## src/edd_pkg.sv

```systemverilog
`timescale 1ns / 1ps

package edd_pkg;

	// default row store depth
	localparam int MAX_WIDTH_DEF = 1024;

	// field and register widths
	localparam int PIX_W     = 8;
	localparam int WIDTH_W   = 11;
	localparam int CFG_IDX_W = 2;
	localparam int ERR_W     = 14;

	// iterative divider: dividend and divisor width, quotient bits per cycle
	localparam int DIV_W         = 12;
	localparam int DIV_STEP_BITS = 3;
	localparam int DIV_CYCLES    = DIV_W / DIV_STEP_BITS;
	localparam int DIV_CNT_W     = $clog2(DIV_CYCLES);

	// register reset values
	localparam logic [WIDTH_W-1:0] WIDTH_RST  = 11'd640;
	localparam logic [PIX_W-1:0]   MAX_RST    = 8'd255;
	localparam logic [PIX_W-1:0]   LEVELS_RST = 8'd2;

	// diffusion weights in sixteenths
	localparam logic [3:0] W_RIGHT      = 4'd7;
	localparam logic [3:0] W_DOWN_LEFT  = 4'd3;
	localparam logic [3:0] W_DOWN       = 4'd5;
	localparam logic [3:0] W_DOWN_RIGHT = 4'd1;

	// saturation bounds of a stored error
	localparam logic signed [15:0] ERR_MAX = 16'sd8191;
	localparam logic signed [15:0] ERR_MIN = -16'sd8192;

	typedef logic signed [ERR_W-1:0] err_t;

	typedef enum logic [CFG_IDX_W-1:0] {
		CFG_IMAGE_WIDTH = 2'd0,
		CFG_MAX_VALUE   = 2'd1,
		CFG_LEVELS      = 2'd2
	} cfg_idx_t;

	typedef enum logic [2:0] {
		ST_IDLE,
		ST_STEP,
		ST_SUM,
		ST_QUOT,
		ST_ERR,
		ST_WB,
		ST_FIN
	} state_t;

	// controller to datapath
	typedef struct packed {
		logic accept;
		logic step_load;
		logic sum_en;
		logic quant_en;
		logic err_en;
		logic wb_en;
		logic out_load;
	} cmd_t;

	// datapath to controller
	typedef struct packed {
		logic div_done;
		logic out_free;
	} status_t;

	// clip a sum to the stored error range
	function automatic err_t sat_err(input logic signed [15:0] x);
		if (x > ERR_MAX) begin
			return err_t'(ERR_MAX);
		end else if (x < ERR_MIN) begin
			return err_t'(ERR_MIN);
		end
		return err_t'(x);
	endfunction

	// w*e/16 rounded to nearest, ties upward
	function automatic err_t share(input logic [3:0] w, input err_t e);
		logic signed [17:0] x;
		x = 18'(e) * $signed({14'd0, w}) + 18'sd8;
		return err_t'(x >>> 4);
	endfunction

endpackage

```

## src/edd_ctrl.sv

```systemverilog
`timescale 1ns / 1ps

module edd_ctrl (
	input  logic             clk,
	input  logic             arst_n,
	input  logic             in_valid,
	input  edd_pkg::status_t status,
	output logic             in_stall,
	output edd_pkg::cmd_t    cmd
);

	edd_pkg::state_t state_q;
	edd_pkg::state_t state_n;

	// state register
	always_ff @(posedge clk or negedge arst_n) begin
		if (!arst_n) begin
			state_q <= edd_pkg::ST_IDLE;
		end else begin
			state_q <= state_n;
		end
	end

	// sequence of one pixel
	always_comb begin
		state_n  = state_q;
		cmd      = '0;
		in_stall = 1'b1;
		case (state_q)
			edd_pkg::ST_IDLE: begin
				in_stall = 1'b0;
				if (in_valid) begin
					cmd.accept = 1'b1;
					state_n    = edd_pkg::ST_STEP;
				end
			end
			edd_pkg::ST_STEP: begin
				if (status.div_done) begin
					cmd.step_load = 1'b1;
					state_n       = edd_pkg::ST_SUM;
				end
			end
			edd_pkg::ST_SUM: begin
				cmd.sum_en = 1'b1;
				state_n    = edd_pkg::ST_QUOT;
			end
			edd_pkg::ST_QUOT: begin
				if (status.div_done) begin
					cmd.quant_en = 1'b1;
					state_n      = edd_pkg::ST_ERR;
				end
			end
			edd_pkg::ST_ERR: begin
				cmd.err_en = 1'b1;
				state_n    = edd_pkg::ST_WB;
			end
			edd_pkg::ST_WB: begin
				cmd.wb_en = 1'b1;
				if (status.out_free) begin
					cmd.out_load = 1'b1;
					state_n      = edd_pkg::ST_IDLE;
				end else begin
					state_n = edd_pkg::ST_FIN;
				end
			end
			edd_pkg::ST_FIN: begin
				if (status.out_free) begin
					cmd.out_load = 1'b1;
					state_n      = edd_pkg::ST_IDLE;
				end
			end
			default: begin
				state_n = edd_pkg::ST_IDLE;
			end
		endcase
	end

endmodule

```

## config.mk

```make
export PLATFORM = sky130hd
export DESIGN_NAME = edd_ctrl
export DESIGN_NICKNAME = d
export VERILOG_FILES = /design/src/edd_pkg.sv /design/src/edd_ctrl.sv
export SDC_FILE = /design/constraint.sdc
export NUM_CORES = 1
export LEC_CHECK = 0
export ABC_AREA = 1
export BUFFER_PORTS_ARGS = -buffer_cell sky130_fd_sc_hd__buf_2
export CAP_MARGIN = 20
export CORE_AREA = 2 2 39 41
export DETAILED_ROUTE_END_ITERATION = 8
export DIE_AREA = 0 0 41 43
export GPL_ROUTABILITY_DRIVEN = 0
export GPL_TIMING_DRIVEN = 0
export PLACE_DENSITY_LB_ADDON = 0.05
export SYNTH_ARGS = -nofsm -noshare
export SYNTH_HDL_FRONTEND = slang
export SYNTH_SLANG_ARGS = --single-unit
```

## constraint.sdc

```tcl
create_clock -name clk -period 1 [get_ports clk]
set_input_delay 0.15 -clock clk [delete_from_list [all_inputs] [get_ports clk]]
set_output_delay 0.15 -clock clk [all_outputs]
set_load 0.01 [all_outputs]
```

==> impl_metrics.py <==
metrics = {
    "status": {
        "status": "finished with violations",
        "violations": "negative setup slack",
    },
    "floorplanning": {
        "die-area_um2": 1760,
        "die_h_um": 43,
        "ios": 13,
        "die_w_um": 41,
        "design.core.area_um2": 1380,
        "rows": 14,
        "start_util_pct": 19.5,
    },
    "timing": {
        "holdWs_ps": 244,
        "layout_worst_path_cycle_share_pct": 127,
        "post-route-min-period_ps": 1270,
        "fin_ws_ps": -274,
        "final-hold-violation-count": 0,
        "clock-skew-final_ps": 1.93,
        "grt_setup_unrepaired": "yes",
        "max_freq_mhz": 785,
        "worst_pin_slew_ps": 162,
        "slew_violations": 0,
        "setup_viol": 11,
        "relSlewSlack_pct": 89.2,
    },
    "critical_path": {
        "path_max_fanout": 6,
        "r2r_start": "state_q[0]$_DFFE_PN0P_",
        "cp-startpoint": "state_q[1]$_DFFE_PN0P_",
        "cp.required_ps": 850,
        "cp-end-kind": "primary output",
        "startpoint_type": "flop",
        "cp.arrival_ps": 1120,
        "crit_type": "reg2out",
    },
    "finish": {
        "syn_to_final_growth_pct": 68.5,
        "n_antenna_cell": 0,
        "drive_gt1_share_pct": 56.3,
        "fillerInstances": 158,
        "nets": 70,
        "largest_register_ffs": 3,
        "top_register": "state_q",
        "largestRegisters": "state_q (3)",
    },
    "route": {
        "drc_errors": 0,
        "vias_per_cell": 4.06,
        "drtPass1Iterations": 2,
        "ant_nets": 0,
        "vias": 325,
        "routedWlPerCell_um": 8.10,
        "drt_iter0_drc": 1,
        "wirelength_um": 648,
    },
    "job": {
        "maxCapViolCount": 0,
    },
    "global_route": {
        "grt.busiest_layer": "met2",
        "grt_max_degree": 9,
        "grt_antenna_before_repair": 0,
        "grtUsageMet2_pct": 14.4,
        "gr-total-overflow": 0,
        "grt_util_met3_pct": 4.71,
        "grt_pass1_wl_um": 1160,
        "grt_use_total_pct": 9.73,
        "grtUsageMet1_pct": 11.5,
        "grt_pass1_vias": 304,
    },
    "synthesis": {
        "synth_cell_type_count": 13,
        "synth_top_area_share_pct": 27.8,
        "yosysWarnings": 0,
        "yosys-top-cells-area": "dfrtp_1 (28%), nand3_1 (13%), inv_1 (13%)",
        "synth_nets": 48,
        "seq_area_frac_synth_pct": 27.8,
        "synth-edff-count": 0,
        "syn_inst": 43,
        "synth_area_um2": 270,
        "ys_seq_elements": 3,
        "yosysTopAreaCell": "dfrtp_1",
        "synth_ff_type": "dfrtp_1",
        "synthArstFlopShare_pct": 100,
        "synth_most_common_cell": "inv_1",
        "avgSynthCellArea_um2": 6.29,
        "synth_top_cells_by_count": "inv_1 (9), nand2_1 (8), nand3_1 (7)",
    },
    "clock_network": {
        "path_clk_slew_ps": 40,
        "clock_path_buffers": 2,
        "cts_tree": "yes",
        "cts_sinks": 3,
        "clock-root-buffer": "clkbuf_4",
        "htreeDepth": 1,
        "insertion_delay_ps": 230,
        "cts_buffers": 3,
    },
    "worst_hold_path": {
        "hold_class": "in2reg",
        "hp-start": "status[0]",
    },
    "power_and_ir_drop": {
        "ir_drop_mv": 0.853,
        "p_leak_nw": 0.276,
        "p_per_area_nw_per_um2": 2880,
    },
    "placement": {
        "dp_hpwl_um": 514,
        "port-buffer-count": 12,
        "pre_cts_slack_ps": -72.2,
    },
}
-- path summary, 6_finish.rpt --
kind	end	slack (ps)	cells after the start
worst max-delay path	cmd[0]	-270	4
worst min-delay path	state_q[2]$_DFFE_PN0P_	240	4
worst max register to register	state_q[2]$_DFFE_PN0P_	-190	9
worst min register to register	state_q[1]$_DFFE_PN0P_	600	2
max in group asynchronous	state_q[1]$_DFFE_PN0P_	640	2
min in group asynchronous	state_q[0]$_DFFE_PN0P_	250	2
-- per-stage QoR --
step	total power, mW	TNS (ps)	util, %	cell area (um^2)	instances
6_report	1.31	-2210	32.9	455	80
5_1_grt	1.44	-3100	32.9	455	80
4_1_cts	1.31	-2380	32.3	447	80
3_5_place_dp	0.912	-334	26.3	364	71
3_3_place_gp	0.945	-469	26.3	364	71
2_1_floorplan	0.738	0	-	284	43
-- worst max-delay path, cell delays in order (launching register included) --
cell	delay (ps)
dfrtp_2	450
nand2_2	100
nor2_2	50
o21a_1	170
buf_2	130
-- metal layers --
layer	up-vias	wire length, um	share of wire [%]
met1	149	266	41
li1	174	-	-
met2	2	366	56
met4	0	0	0
met3	0	16	2.5
met5	-	0	0
-- cells in the final DEF (no fill, tap or decap), drive strengths merged --
master       count
dlygate4sd3      1
dfrtp            3
buf             17
nand2           11
inv             10
a21oi            1
nor2             6
clkbuf           4
o21a             1
nand4            1
nand3            9
-- cells by family after synthesis --
group / share of synthesized area, %
and+or+nand+nor: 51.9
buffers and inverters: 15.7
DFF: 27.8
AOI/OAI and AO/OA: 4.63
-- where the power goes --
group | total, mW | internal, mW | leakage (nW) | switching [mW]
Sequential | 0.261 | 0.183 | 0.0347 | 0.0782
Clock | 0.209 | 0.149 | 0.0150 | 0.0600
Combinational | 0.841 | 0.408 | 0.226 | 0.433
-- what timing repair did --
action                                 CTS  global route
setup buffers                            4             0
resized for setup                        5             3
setup endpoints to repair               10            11
pin swaps                                1             0
hold buffers                             1             0
endpoints found under the hold margin    3             0
-- layout make-up --
cell class	count	area (um^2)	share of cell area (%)
buffer	1	11.3	2.47
clock buffer	4	26.3	5.77
inverter	10	40.0	8.79
multi-input combinational	29	168	36.8
sequential	3	77.6	17.0
tap	16	20.0	4.40
timing repair buffer	17	113	24.7
(Power assumes the default switching activity.)
